[config.mk]
export PLATFORM = sky130hd
export DESIGN_NAME = escaped_packet_deframer_unit
export DESIGN_NICKNAME = d
export VERILOG_FILES = /design/src/design/epdf_pkg.sv /design/src/design/epdf_store.sv /design/src/design/epdf_front.sv /design/src/design/epdf_queue.sv /design/src/design/epdf_back.sv /design/src/design/escaped_packet_deframer_unit.sv
export VERILOG_INCLUDE_DIRS = /design/src /design/src/design
export SDC_FILE = /design/constraint.sdc
export NUM_CORES = 1
export LEC_CHECK = 0
export ABC_CLOCK_PERIOD_IN_PS = 22600
export BUFFER_PORTS_ARGS = -buffer_cell sky130_fd_sc_hd__clkbuf_2
export CAP_MARGIN = 20
export CORE_MARGIN = 4
export CORE_UTILIZATION = 45
export CTS_CLUSTER_DIAMETER = 100
export CTS_CLUSTER_SIZE = 12
export DETAILED_ROUTE_END_ITERATION = 6
export PLACE_DENSITY = 0.7
export RECOVER_POWER = 100
export SYNTH_ARGS = -nofsm -noshare
export SYNTH_HDL_FRONTEND = slang
export SYNTH_SLANG_ARGS = --single-unit
[constraint.sdc]
create_clock -name clk_i -period 22.6 [get_ports clk_i]
set_input_delay 1.13 -clock clk_i [delete_from_list [all_inputs] [get_ports clk_i]]
set_output_delay 1.13 -clock clk_i [all_outputs]
set_load 0.02 [all_outputs]
[src/design/assert_macros.svh]
// Assertion macros shared by the deframer RTL.
// Relies on clk_i and rst_ni being visible where a macro is used.
`ifndef ASSERT_MACROS_SVH
`define ASSERT_MACROS_SVH

// Property must hold at every clock edge outside reset.
`define EPDF_ASSERT(label, prop, msg) \
  label: assert property (@(posedge clk_i) disable iff (!rst_ni) (prop)) else $error(msg);

// Condition must never be seen outside reset.
`define EPDF_NEVER(label, cond, msg) \
  label: assert property (@(posedge clk_i) disable iff (!rst_ni) !(cond)) else $error(msg);

`endif

[src/design/epdf_pkg.sv]
// Shared constants and types for the escaped packet deframer.
// No dependencies.
package epdf_pkg;

  // Packet buffer sizing (one bank per packet, two banks)
  localparam int unsigned BUFFER_BYTES = 64;
  localparam int unsigned ADDR_W       = $clog2(BUFFER_BYTES);
  localparam int unsigned CNT_W        = $clog2(BUFFER_BYTES + 1);
  localparam int unsigned RAM_AW       = ADDR_W + 1;
  localparam int unsigned RAM_DEPTH    = 2 * BUFFER_BYTES;
  localparam int unsigned PCNT_W       = 6;

  // Command queue between front and back
  localparam int unsigned QDEPTH  = 2;
  localparam int unsigned QPTR_W  = $clog2(QDEPTH);
  localparam int unsigned QCNT_W  = $clog2(QDEPTH + 1);

  // Link framing codes
  localparam logic [7:0] MARK_START = 8'hFF;
  localparam logic [7:0] MARK_END   = 8'hFE;
  localparam logic [7:0] MARK_ESC   = 8'hFD;
  // largest escaped byte that does not overflow once MARK_ESC is added
  localparam logic [7:0] ESC_MAX    = 8'hFF - MARK_ESC;
  localparam int unsigned MIN_RECEIVED = 3;

  // Buffer write from the front
  typedef struct packed {
    logic              en;
    logic [RAM_AW-1:0] addr;
    logic [7:0]        data;
  } wr_t;

  // Verified packet waiting for emission
  typedef struct packed {
    logic              bank;
    logic [PCNT_W-1:0] count;
  } cmd_t;

  // Back end has released a bank
  typedef struct packed {
    logic valid;
    logic bank;
  } done_t;

endpackage

[src/design/epdf_store.sv]
// Two-bank packet byte buffer: one write port, one registered read port.
// Depends on epdf_pkg.
module epdf_store (
  input  logic                      clk_i,
  input  epdf_pkg::wr_t             wr_i,
  input  logic                      rd_en_i,
  input  logic [epdf_pkg::RAM_AW-1:0] rd_addr_i,
  output logic [7:0]                rd_data_o
);

  logic [7:0] mem_q [epdf_pkg::RAM_DEPTH];
  logic [7:0] rd_data_q;

  // write port
  always_ff @(posedge clk_i) begin
    if (wr_i.en) begin
      mem_q[wr_i.addr] <= wr_i.data;
    end
  end

  // read port, data held until the next read
  always_ff @(posedge clk_i) begin
    if (rd_en_i) begin
      rd_data_q <= mem_q[rd_addr_i];
    end
  end

  assign rd_data_o = rd_data_q;

endmodule

[src/design/epdf_front.sv]
// Front end: parses link bytes, stores packet bytes, verifies at the end marker.
// Depends on epdf_pkg.
module epdf_front (
  input  logic                clk_i,
  input  logic                rst_ni,
  input  logic                in_valid_i,
  output logic                in_stall_o,
  input  logic [7:0]          link_byte_i,
  output epdf_pkg::wr_t       wr_o,
  output logic                push_o,
  output epdf_pkg::cmd_t      push_cmd_o,
  input  epdf_pkg::done_t     done_i,
  output logic [1:0]          busy_o,
  output logic                wr_bank_o
);

  typedef enum logic [1:0] {
    MODE_IDLE,
    MODE_IN,
    MODE_ESC
  } mode_e;

  mode_e                       mode_q, mode_d;
  logic [epdf_pkg::CNT_W-1:0]  cnt_q, cnt_d;
  logic [7:0]                  sum_q, sum_d;
  logic [7:0]                  b1_q, b1_d;   // last stored byte
  logic [7:0]                  b2_q, b2_d;   // second to last stored byte
  logic                        bank_q, bank_d;
  logic [1:0]                  busy_q, busy_d;

  logic                        accept;
  logic                        keep_en;
  logic [7:0]                  keep_val;
  logic [epdf_pkg::CNT_W-1:0]  cnt_inc;
  logic [7:0]                  cnt_m1;
  logic [7:0]                  chk;
  logic                        good;

  // new bytes wait while the bank to be written is still being emitted
  assign in_stall_o = busy_q[bank_q];
  assign accept     = in_valid_i && !in_stall_o;

  assign cnt_inc = cnt_q + epdf_pkg::CNT_W'(1);
  assign cnt_m1  = 8'(cnt_q) - 8'd1;
  // payload checksum = sum of all stored bytes minus the two trailer bytes
  assign chk     = sum_q - b1_q - b2_q;
  assign good    = (cnt_q >= epdf_pkg::CNT_W'(epdf_pkg::MIN_RECEIVED))
                   && (b1_q == cnt_m1) && (b2_q == chk);

  // parser next state
  always_comb begin
    mode_d   = mode_q;
    cnt_d    = cnt_q;
    sum_d    = sum_q;
    b1_d     = b1_q;
    b2_d     = b2_q;
    bank_d   = bank_q;
    keep_en  = 1'b0;
    keep_val = link_byte_i;
    push_o   = 1'b0;
    if (accept) begin
      unique case (mode_q)
        MODE_IN: begin
          if (link_byte_i == epdf_pkg::MARK_END) begin
            mode_d = MODE_IDLE;
            if (good) begin
              push_o = 1'b1;
              bank_d = !bank_q;
            end
          end else if (link_byte_i == epdf_pkg::MARK_ESC) begin
            mode_d = MODE_ESC;
          end else begin
            keep_en = 1'b1;
          end
        end
        MODE_ESC: begin
          if (link_byte_i <= epdf_pkg::ESC_MAX) begin
            keep_en  = 1'b1;
            keep_val = link_byte_i + epdf_pkg::MARK_ESC;
          end else begin
            mode_d = MODE_IDLE;
          end
        end
        default: begin
          if (link_byte_i == epdf_pkg::MARK_START) begin
            mode_d = MODE_IN;
            cnt_d  = '0;
            sum_d  = '0;
          end
        end
      endcase
    end
    // store one byte; a full buffer aborts the packet
    if (keep_en) begin
      cnt_d  = cnt_inc;
      sum_d  = sum_q + keep_val;
      b1_d   = keep_val;
      b2_d   = b1_q;
      mode_d = (cnt_inc >= epdf_pkg::CNT_W'(epdf_pkg::BUFFER_BYTES)) ? MODE_IDLE : MODE_IN;
    end
  end

  // bank ownership: set when a packet is queued, cleared when fully emitted
  always_comb begin
    busy_d = busy_q;
    if (done_i.valid) begin
      busy_d[done_i.bank] = 1'b0;
    end
    if (push_o) begin
      busy_d[bank_q] = 1'b1;
    end
  end

  always_ff @(posedge clk_i or negedge rst_ni) begin
    if (!rst_ni) begin
      mode_q <= MODE_IDLE;
      cnt_q  <= '0;
      sum_q  <= '0;
      b1_q   <= '0;
      b2_q   <= '0;
      bank_q <= 1'b0;
      busy_q <= '0;
    end else begin
      mode_q <= mode_d;
      cnt_q  <= cnt_d;
      sum_q  <= sum_d;
      b1_q   <= b1_d;
      b2_q   <= b2_d;
      bank_q <= bank_d;
      busy_q <= busy_d;
    end
  end

  assign wr_o.en          = keep_en;
  assign wr_o.addr        = {bank_q, cnt_q[epdf_pkg::ADDR_W-1:0]};
  assign wr_o.data        = keep_val;
  assign push_cmd_o.bank  = bank_q;
  assign push_cmd_o.count = epdf_pkg::PCNT_W'(cnt_q - epdf_pkg::CNT_W'(2));
  assign busy_o           = busy_q;
  assign wr_bank_o        = bank_q;

endmodule

[src/design/epdf_queue.sv]
// Short FIFO of verified-packet commands between front and back.
// Depends on epdf_pkg.
module epdf_queue (
  input  logic            clk_i,
  input  logic            rst_ni,
  input  logic            push_i,
  input  epdf_pkg::cmd_t  push_cmd_i,
  input  logic            pop_i,
  output logic            valid_o,
  output logic            full_o,
  output epdf_pkg::cmd_t  head_o
);

  epdf_pkg::cmd_t              slot_q [epdf_pkg::QDEPTH];
  logic [epdf_pkg::QPTR_W-1:0] wptr_q, rptr_q;
  logic [epdf_pkg::QCNT_W-1:0] fill_q;
  logic                        do_push, do_pop;

  assign valid_o = (fill_q != '0);
  assign full_o  = (fill_q == epdf_pkg::QCNT_W'(epdf_pkg::QDEPTH));
  assign do_push = push_i && !full_o;
  assign do_pop  = pop_i && valid_o;
  assign head_o  = slot_q[rptr_q];

  // entry storage
  always_ff @(posedge clk_i) begin
    if (do_push) begin
      slot_q[wptr_q] <= push_cmd_i;
    end
  end

  // pointers and fill level
  always_ff @(posedge clk_i or negedge rst_ni) begin
    if (!rst_ni) begin
      wptr_q <= '0;
      rptr_q <= '0;
      fill_q <= '0;
    end else begin
      if (do_push) begin
        wptr_q <= wptr_q + epdf_pkg::QPTR_W'(1);
      end
      if (do_pop) begin
        rptr_q <= rptr_q + epdf_pkg::QPTR_W'(1);
      end
      if (do_push && !do_pop) begin
        fill_q <= fill_q + epdf_pkg::QCNT_W'(1);
      end else if (do_pop && !do_push) begin
        fill_q <= fill_q - epdf_pkg::QCNT_W'(1);
      end
    end
  end

endmodule

[src/design/epdf_back.sv]
// Back end: reads a verified packet from the buffer and emits its payload bytes.
// Depends on epdf_pkg.
module epdf_back (
  input  logic                        clk_i,
  input  logic                        rst_ni,
  input  logic                        q_valid_i,
  input  epdf_pkg::cmd_t              q_head_i,
  output logic                        pop_o,
  output logic                        rd_en_o,
  output logic [epdf_pkg::RAM_AW-1:0] rd_addr_o,
  input  logic [7:0]                  rd_data_i,
  output epdf_pkg::done_t             done_o,
  output logic                        rd_bank_o,
  output logic                        out_valid_o,
  input  logic                        out_stall_i,
  output logic [7:0]                  payload_byte_o,
  output logic                        last_of_packet_o,
  output logic [epdf_pkg::PCNT_W-1:0] payload_count_o
);

  typedef enum logic [1:0] {
    BK_IDLE,
    BK_FETCH,
    BK_SHOW
  } bk_state_e;

  bk_state_e                   state_q, state_d;
  logic                        bank_q, bank_d;
  logic [epdf_pkg::PCNT_W-1:0] count_q, count_d;
  logic [epdf_pkg::PCNT_W-1:0] idx_q, idx_d;
  logic                        last;
  logic                        out_take;

  assign last     = (epdf_pkg::PCNT_W'(idx_q + epdf_pkg::PCNT_W'(1)) == count_q);
  assign out_take = (state_q == BK_SHOW) && !out_stall_i;

  // emission sequencer: fetch a byte, show it until taken
  always_comb begin
    state_d = state_q;
    bank_d  = bank_q;
    count_d = count_q;
    idx_d   = idx_q;
    pop_o   = 1'b0;
    unique case (state_q)
      BK_IDLE: begin
        if (q_valid_i) begin
          pop_o   = 1'b1;
          bank_d  = q_head_i.bank;
          count_d = q_head_i.count;
          idx_d   = '0;
          state_d = BK_FETCH;
        end
      end
      BK_FETCH: begin
        state_d = BK_SHOW;
      end
      BK_SHOW: begin
        if (!out_stall_i) begin
          if (last) begin
            state_d = BK_IDLE;
          end else begin
            idx_d   = idx_q + epdf_pkg::PCNT_W'(1);
            state_d = BK_FETCH;
          end
        end
      end
      default: begin
        state_d = BK_IDLE;
      end
    endcase
  end

  always_ff @(posedge clk_i or negedge rst_ni) begin
    if (!rst_ni) begin
      state_q <= BK_IDLE;
      bank_q  <= 1'b0;
      count_q <= '0;
      idx_q   <= '0;
    end else begin
      state_q <= state_d;
      bank_q  <= bank_d;
      count_q <= count_d;
      idx_q   <= idx_d;
    end
  end

  assign rd_en_o          = (state_q == BK_FETCH);
  assign rd_addr_o        = {bank_q, epdf_pkg::ADDR_W'(idx_q)};
  assign done_o.valid     = out_take && last;
  assign done_o.bank      = bank_q;
  assign rd_bank_o        = bank_q;
  assign out_valid_o      = (state_q == BK_SHOW);
  assign payload_byte_o   = rd_data_i;
  assign last_of_packet_o = last;
  assign payload_count_o  = count_q;

endmodule

[src/design/escaped_packet_deframer_unit.sv]
// Channel  | valid        | stall        | payload
// ---------+--------------+--------------+-----------------------------------------
// in       | in_valid_i   | in_stall_o   | link_byte_i
// out      | out_valid_o  | out_stall_i  | payload_byte_o, last_of_packet_o,
//          |              |              | payload_count_o
//
// Link bytes are taken one per cycle while the buffer bank being filled is free.
// Each payload byte is read from the buffer, then held on the output until it is taken.
// Two buffer banks let a new packet be received while the previous one drains;
// input stalls only when both banks hold packets awaiting emission.
// Reset (rst_ni low, asynchronous) returns the parser to idle and empties the queue.
// Top level of the escaped packet deframer; depends on epdf_pkg and the epdf_* modules.
`include "assert_macros.svh"

module escaped_packet_deframer_unit (
  input  logic                        clk_i,
  input  logic                        rst_ni,
  input  logic                        in_valid_i,
  output logic                        in_stall_o,
  input  logic [7:0]                  link_byte_i,
  output logic                        out_valid_o,
  input  logic                        out_stall_i,
  output logic [7:0]                  payload_byte_o,
  output logic                        last_of_packet_o,
  output logic [epdf_pkg::PCNT_W-1:0] payload_count_o
);

  epdf_pkg::wr_t               wr;
  epdf_pkg::cmd_t              push_cmd, head;
  epdf_pkg::done_t             done;
  logic                        push, pop, q_valid, q_full;
  logic [1:0]                  busy;
  logic                        wr_bank, rd_bank;
  logic                        rd_en;
  logic [epdf_pkg::RAM_AW-1:0] rd_addr;
  logic [7:0]                  rd_data;

  // parser and verifier
  epdf_front u_front (
    .clk_i       (clk_i),
    .rst_ni      (rst_ni),
    .in_valid_i  (in_valid_i),
    .in_stall_o  (in_stall_o),
    .link_byte_i (link_byte_i),
    .wr_o        (wr),
    .push_o      (push),
    .push_cmd_o  (push_cmd),
    .done_i      (done),
    .busy_o      (busy),
    .wr_bank_o   (wr_bank)
  );

  // packet buffer
  epdf_store u_store (
    .clk_i     (clk_i),
    .wr_i      (wr),
    .rd_en_i   (rd_en),
    .rd_addr_i (rd_addr),
    .rd_data_o (rd_data)
  );

  // verified packets waiting for the back end
  epdf_queue u_queue (
    .clk_i      (clk_i),
    .rst_ni     (rst_ni),
    .push_i     (push),
    .push_cmd_i (push_cmd),
    .pop_i      (pop),
    .valid_o    (q_valid),
    .full_o     (q_full),
    .head_o     (head)
  );

  // payload emitter
  epdf_back u_back (
    .clk_i            (clk_i),
    .rst_ni           (rst_ni),
    .q_valid_i        (q_valid),
    .q_head_i         (head),
    .pop_o            (pop),
    .rd_en_o          (rd_en),
    .rd_addr_o        (rd_addr),
    .rd_data_i        (rd_data),
    .done_o           (done),
    .rd_bank_o        (rd_bank),
    .out_valid_o      (out_valid_o),
    .out_stall_i      (out_stall_i),
    .payload_byte_o   (payload_byte_o),
    .last_of_packet_o (last_of_packet_o),
    .payload_count_o  (payload_count_o)
  );

  // checks
  `EPDF_NEVER(a_queue_overflow, push && q_full, "command queue overflow")
  `EPDF_NEVER(a_write_busy_bank, wr.en && busy[wr_bank], "write into a bank being emitted")
  `EPDF_ASSERT(a_emit_owned_bank, out_valid_o |-> busy[rd_bank], "emitting from a free bank")

endmodule
==> summary.md, run 1 <==
| Metric | Value |
|---|---|
| Largest stage delay, worst path | 2680 ps |
| CP arrival | about 10000 ps |
| Initial core utilization | 0.455 |
| Cell taking the most area after synthesis | edfxtp_1 |
| I/O pins | 29 |
| Fin crit share | 0.443 |
| Total Die Area | approximately 0.10 mm2 |
| DR iter-0 viols | around 2500 |
| R2R cell count | 7 |
| IO Port Bufs | 28 |
| Worst setup EP type | register |
| Max Freq | between 90 and 100 MHz |
| Worst Hold Class | register to register |
| Setup WS post-layout | ~13000 ps |
| Power Dens Cells | ~97 mW/mm2 |
| Max-cap viol count | 23 |
| # clock sinks | 1100 |
| DRC errors left | 0 |
| Fill cell count | ~7600 |
| Final nets | approximately 2300 |
| Clock latency on the worst-skew pair | about 700 ps |
| # rows | 114 |
| Async S/R FF share, synth | 0.0491 |
| Most common cell in the netlist | edfxtp_1 |
| CP Launch Type | register |
| CP top delay family | buffers and inverters |
| RR Startpoint | u_back.idx_q[0]$_DFFE_PN0P_ |
| Top post-synthesis cells by area | edfxtp_1 (71%), mux4_2 (16%), dfrtp_1 (3.1%) |
| Failing checks | capacitance limit, slew limit |
| WHS | approximately 490 ps |
| Critical path's slowest cell | clkbuf_1 |
| Clock buffer depth | 3 |
| Maximum fanout along the worst path | 45 |
| Syn Nets | ~2200 |
| Final setup fails | 0 |
| Clock share of power | 0.322 |
| RSZ-0062 raised after global routing | false |
| Largest net degree at the start of global routing | roughly 110 |
| Core Area | 0.0970 mm2 |
| GRT overflow | 0 |
| NetSw | 1.20 mW |
| Crit Path Category | register to register |
| Initial antenna violation count | 2 |
| Hold path depth | 1 |
| Vias | roughly 21000 |
| CTS Root Cell | clkbuf_16 |
| CTS tree | done |
| Main combinational cell family by area after synthesis | multiplexers |
| Fin util | 0.498 |
| Register-to-Register Setup Slack | 12580 ps |
| Cell area after synthesis | 0.0441 mm2 |
| RD Place Congestion | 0.865 |
| Setup Fix Bufs, Post-CTS | 0 |
| Hold_buf cts | 0 |
| First-pass GRT wire length | around 140000 um |
| Mux cell area share after synthesis | 0.164 |
| Most frequent cells after synthesis | edfxtp_1 (1046), mux4_2 (312), nor2_1 (161) |
| Routed Antenna Nets | 0 |
| Routed WL | a little under 100000 um |
| Yosys warns | 0 |
| Compound-Gate Fraction of Synth Area | 0.0223 |
| Switching share of power | 0.256 |
| Vias in the first global route | around 22000 |
| Die width | 321 um |
| Sequential fraction of the synthesis area | 0.742 |
| Avg Synthesized Cell Area | slightly above 20 um2 |
| Internal power | 3.49 mW |
| CTS clk-pin slew, worst paths | 70 ps |
| CP bufs+invs | 3 |
| Top FF cell, synth | edfxtp_1 |
| Total GRT Usage | 0.188 |
| Leakage | 14.8 nW |
| Detailed Place HPWL | 58400 um |
| Area growth syn-to-layout | 9.49% |
| Final Hold Vio Count | 0 |
| Total CTS buffers | roughly 100 |
| Synth Area in XOR/XNOR | 0.00933 |
| Drt via density | 6.05 |
| Reg2reg end | u_store.rd_data_o[3]$_DFFE_PN_ |
| Maximum VDD drop | about 0.069 mV |
| H-tree levels | 3 |
| Hold path endpoint | u_queue.fill_q[1]$_DFFE_PN0P_ |
| Setup Skew | approximately 64 ps |
| Setup TNS | 0 ps |
| Minimum clock period | around 10000 ps |
| Resized cells post-CTS | 0 |
| DP Worst Slack | between 15000 and 20000 ps |
| CP dominant cell by count | clkbuf_1 |
| Crit-path cells | clkbuf_1 -> clkbuf_1 -> clkbuf_1 -> mux4_2 -> mux4_2 -> a22oi_1 -> nand4_1 |
| Outcome | finished, violations left |
| Die Height | 321 um |
| Seq cells post-synth | between 1000 and 1500 |
| Layout cell share with drive strength beyond 1 | 0.205 |
| Drt pass-1 iters | 7 |
| Antenna diodes | 0 |
| Count of cell types in the netlist | 73 |
| DR WL/cell | 27.5 um |
| Worst-margin pin slew | ~4500 ps |
| Top cell type's share of synthesized area | 0.712 |
| CP required | about 23000 ps |
| Part of the power in registers | 0.495 |
| Post-Synth Adder-Cell Area | 0.0121 |
| Headroom to the max-slew limit | -2.01 |
| Post-synthesis cell count | between 2000 and 2500 |
| Synth Area in Simple Gates | 0.0363 |
| Combinational share of power | 0.183 |
| Hold Crit Start | u_queue.fill_q[1]$_DFFE_PN0P_ |
| Pins over their slew limit | approximately 1300 |
| Post-synth EDFFs | ~1000 |
## metal layers
| metal | GRT usage | wire length (um) | vias up | part of all wire |
|---|---|---|---|---|
| met4 | 0.0557 | 2830 | 2 | 0.029 |
| met2 | 0.289 | 45700 | 966 | 0.47 |
| li1 | - | - | 8909 | - |
| met1 | 0.267 | 39200 | 11200 | 0.41 |
| met3 | 0.0484 | 8720 | 162 | 0.090 |
| met5 | 0 | 8 | - | 0.000083 |
## metrics by stage
step	cell area, um2	power [mW]	instances
after floorplan	44100	2.95	2148
after global placement	45700	3.20	3374
after detailed placement	45700	3.22	3374
after CTS	48400	4.71	3503
after global routing	48300	4.86	3510
final	48300	4.69	3510
## state kept, by name (all words and copies together) (netlist names), 2 cells and up
| signal | cells |
|---|---|
| u_front.b2_q | 7 |
| u_front.busy_o | 2 |
| u_front.mode_q | 2 |
| u_queue.fill_q | 2 |
| u_front.sum_q | 8 |
| u_front.b1_q | 8 |
| u_back.payload_count_o | 6 |
| u_back.state_q | 2 |
| u_store.mem_q | 1024 |
| u_store.rd_data_o | 8 |
| u_back.idx_q | 6 |
| u_front.cnt_q | 7 |
| u_queue.slot_q | 14 |
## worst max path at each step
stage	from	end	slack (ps)	cells past startpoint
2_1_floorplan	link_byte_i[2]	u_front.sum_q[6]$_DFFE_PN0P_	14320	14
3_3_place_gp	link_byte_i[2]	u_front.sum_q[7]$_DFFE_PN0P_	17480	13
3_5_place_dp	link_byte_i[2]	u_front.sum_q[6]$_DFFE_PN0P_	17300	13
4_1_cts	u_back.idx_q[0]$_DFFE_PN0P_	last_of_packet_o	17210	7
5_1_grt	u_back.idx_q[0]$_DFFE_PN0P_	u_store.rd_data_o[3]$_DFFE_PN_	11060	7
6_report	u_back.idx_q[0]$_DFFE_PN0P_	u_store.rd_data_o[3]$_DFFE_PN_	12580	7
## placed cells by master (no fill, tap or decap), types with 25 or more instances in the layout
cell,instances
inv_1,36
clkbuf_1,57
mux4_2,312
nand2_1,79
nand3_1,28
dfrtp_1,52
clkbuf_16,101
o21ai_0,44
edfxtp_1,1046
ha_1,30
a22oi_1,25
nor2_1,161
## cell families after synthesis
| logic type | count (synthesis) |
|---|---|
| XOR/XNOR | 42 |
| buffers and inverters | 142 |
| adder cells (fa/ha/maj) | 38 |
| AO/OA/AOI/OAI | 144 |
| AND/OR/NAND/NOR | 348 |
| multiplexers | 334 |
| flip-flops | 1100 |
## power groups by stage
stage / Sequential, mW / Combinational [mW] / Clock (mW)
6_report: 2.32 / 0.857 / 1.51
5_1_grt: 2.33 / 0.911 / 1.62
4_1_cts: 2.32 / 0.859 / 1.53
3_5_place_dp: 2.36 / 0.857 / 0
3_3_place_gp: 2.36 / 0.844 / 0
2_1_floorplan: 2.33 / 0.626 / 0
## final cells by class
type                    instances  area [um2]  share of cell area
well taps                    1276        1600              0.0330
clock buffers                 121        2610              0.0541
clock inverters                 8         148             0.00305
repair buffers                 59         298             0.00616
flip-flops and latches       1100       32800               0.678
multi-input cells             906       10800               0.223
inverters                      40         153             0.00316
No activity file was read; power rests on OpenSTA's default activity.
==> run 2: changes to the inputs <==
ABC_CLOCK_PERIOD_IN_PS = 9850   (was 22600)
clock period = 9.85 ns   (was 22.6 ns; I/O delays follow)
==> run 2 against run 1 <==
Effect of this change:
- die area unchanged
- clock skew decreased by 23 ps
- total power increased by 130%
- combinational power increased by 120%
- highest routed layer unchanged
- first-iteration DRC count decreased by 4.0%
- cell area increased by 0.10%
- sequential share of layout area decreased by 0.068 points
- the flow still finishes with violations (capacitance limit, slew limit)
- clock power increased by 130%
- core utilization increased by 0.050 points
- largest cell class unchanged
- worst setup slack got worse by 9500 ps
- count of clock-buffer cells in the layout increased by 2
- cell count about the same
==> summary.md, run 2 (synthesis gave the netlist of run 1 again) <==
| Metric | Value |
|---|---|
| Minimum clock period | 6770 ps (-3250 ps) |
| Area after DPL | 0.0457 mm2 (+0.15%) |
| Largest net degree at the start of global routing | 136 (+25%) |
| Crit Path Category | register to register |
| Maximum fanout along the worst path | 74 (+64%) |
| Final Hold Vio Count | 0 (unchanged) |
| Final Cell Area | 0.0484 mm2 (+0.10%) |
| Setup WS post-layout | 3080 ps (-9500 ps) |
| Cell count after placement | 3377 (+0.089%) |
| Failing checks | capacitance limit, slew limit |
| CP required | 9900 ps (-13070 ps) |
| Layout cell share with drive strength beyond 1 | 0.208 (+0.00339) |
| # clock sinks | 1100 (unchanged) |
| DRC errors left | 0 (unchanged) |
| Max reg flops | 1024 (unchanged) |
| Area growth syn-to-layout | 9.60% |
| Worst Hold Class | input pin to register |
| Max Freq | 148 MHz (+48%) |
| H-tree levels | 3 (unchanged) |
| Outcome | finished, violations left |
| DR WL/cell | 27.6 um (+0.52%) |
| Final setup fails | 0 (unchanged) |
| Most common cell after layout, fill and taps aside | edfxtp_1 |
| Initial antenna violation count | 3 (+1) |
| Initial core utilization | 0.455 (unchanged) |
| Total CTS buffers | 101 (unchanged) |
| Antenna diodes | 0 (unchanged) |
| Fin crit share | 0.687 (+0.244) |
| CP Launch Type | register |
| Fin util | 0.499 (+0.000503) |
| Vias in the first global route | 21800 (+1.3%) |
| DR iter-0 viols | 2361 (-4.0%) |
| CTS Root Cell | clkbuf_16 |
| RD Place Congestion | 0.840 (-2.8%) |
| CTS clk-pin slew, worst paths | 60 ps (about the same) |
| Worst-margin pin slew | 4240 ps (-271 ps) |
| I/O pins | 29 (unchanged) |
| Max-cap viol count | 11 (-52%) |
| Vias | 21400 (+0.68%) |
| Power Dens Cells | 221 mW/mm2 (+130%) |
| IO Port Bufs | 28 (unchanged) |
| DP Worst Slack | 5100 ps (-12190 ps) |
| Drt via density | 6.09 (+0.62%) |
| Setup Fix Bufs, Post-CTS | 0 (unchanged) |
| Highest-count cells in the layout ignoring fill and taps | edfxtp_1 (1046), mux4_2 (312), nor2_1 (161) |
| Core Area | 0.0970 mm2 (unchanged) |
| Drt pass-1 iters | 7 (unchanged) |
| # rows | 114 (unchanged) |
| Die width | 321 um (unchanged) |
| Headroom to the max-slew limit | -1.83 (+0.181) |
| Setup Skew | 40.7 ps (-23.3 ps) |
| Setup TNS | 0 ps (unchanged) |
| Detailed Place HPWL | 58500 um (+0.22%) |
| RSZ-0062 raised after global routing | false |
| CTS tree | done |
| Worst setup EP type | register |
| Largest regs | u_store.mem_q x1024, u_queue.slot_q x14 |
| Maximum VDD drop | 0.291 mV (+320%) |
| Pins over their slew limit | 525 (-58%) |
| Final nets | 2261 (+0.13%) |
| Die Height | 321 um (unchanged) |
| Post-Layout Cell Count | 3512 (+0.057%) |
| Total Die Area | 0.103 mm2 (unchanged) |
| Clock latency on the worst-skew pair | 670 ps (-30 ps) |
| Routed WL | 97000 um (+0.58%) |
| Leakage | 14.9 nW (+0.28%) |
| CP arrival | 6820 ps (-3580 ps) |
| Total GRT Usage | 0.189 (+0.00128) |
| Routed Antenna Nets | 0 (unchanged) |
| First-pass GRT wire length | 146000 um (+1.3%) |
| Clock buffer depth | 3 (unchanged) |
| Largest Register | u_store.mem_q |
| GRT overflow | 0 (unchanged) |
| WHS | 134 ps (-355 ps) |
| Overall Power | 10.7 mW (+130%) |
## run 2: changes by cell type in the layout (fill, tap and decap cells not counted), sizes merged
cell,change
clkinv,-3
clkbuf,-2
buf,+6
dlygate4sd3,+1
## run 2: critical path, cell delays in order (launching register included)
cell	delay [ps]
dfrtp_1	750
mux2i_1	510
nand2_1	220
or2_0	380
or3b_1	440
nand2b_1	1600
clkbuf_1	2120
## run 2: power breakdown
group,leakage [nW],internal [mW],total (mW),switching [mW]
combinational,3.50,0.936,1.89,0.954
clock,1.34,1.88,3.47,1.60
sequential,10.0,5.18,5.33,0.150
## run 2: cell type report
type | count | area, um2
Fill cell | 7593 | 48600
Clock inverter | 5 | 95.1
Clock buffer | 123 | 2650
Multi-Input combinational cell | 906 | 10800
Sequential cell | 1100 | 32800
Tap cell | 1276 | 1600
Inverter | 40 | 153
Timing Repair Buffer | 62 | 358
## run 2: repair_timing
action | CTS | global route
setup endpoints to repair | 0 | 0
hold buffers | 1 | 0
resized for setup | 0 | 0
endpoints found under the hold margin | 28 | 0
## run 2: metal layers
metal  vias up  track usage  wire length, um
met3       141       0.0401             8270
met2       961        0.301            47500
met4         2       0.0438             1920
met1     11400        0.271            39300
met5         -            0               13
li1       8905            -                -
## run 2: worst paths after layout
check / start / slack (ps) / to / depth (start not counted)
setup / recovery: u_front.wr_bank_o$_DFFE_PN0P_ / 3080 / u_store.mem_q[109][3]$_DFFE_PP_ / 6
hold / removal: link_byte_i[6] / 130 / u_front.b1_q[6]$_DFFE_PN0P_ / 3
setup reg to reg: u_front.wr_bank_o$_DFFE_PN0P_ / 3080 / u_store.mem_q[109][3]$_DFFE_PP_ / 6
hold reg to reg: u_queue.fill_q[1]$_DFFE_PN0P_ / 480 / u_queue.fill_q[1]$_DFFE_PN0P_ / 1
max in group asynchronous: rst_ni / 6130 / u_back.idx_q[1]$_DFFE_PN0P_ / 3
min in group asynchronous: rst_ni / 1500 / u_front.b1_q[6]$_DFFE_PN0P_ / 3
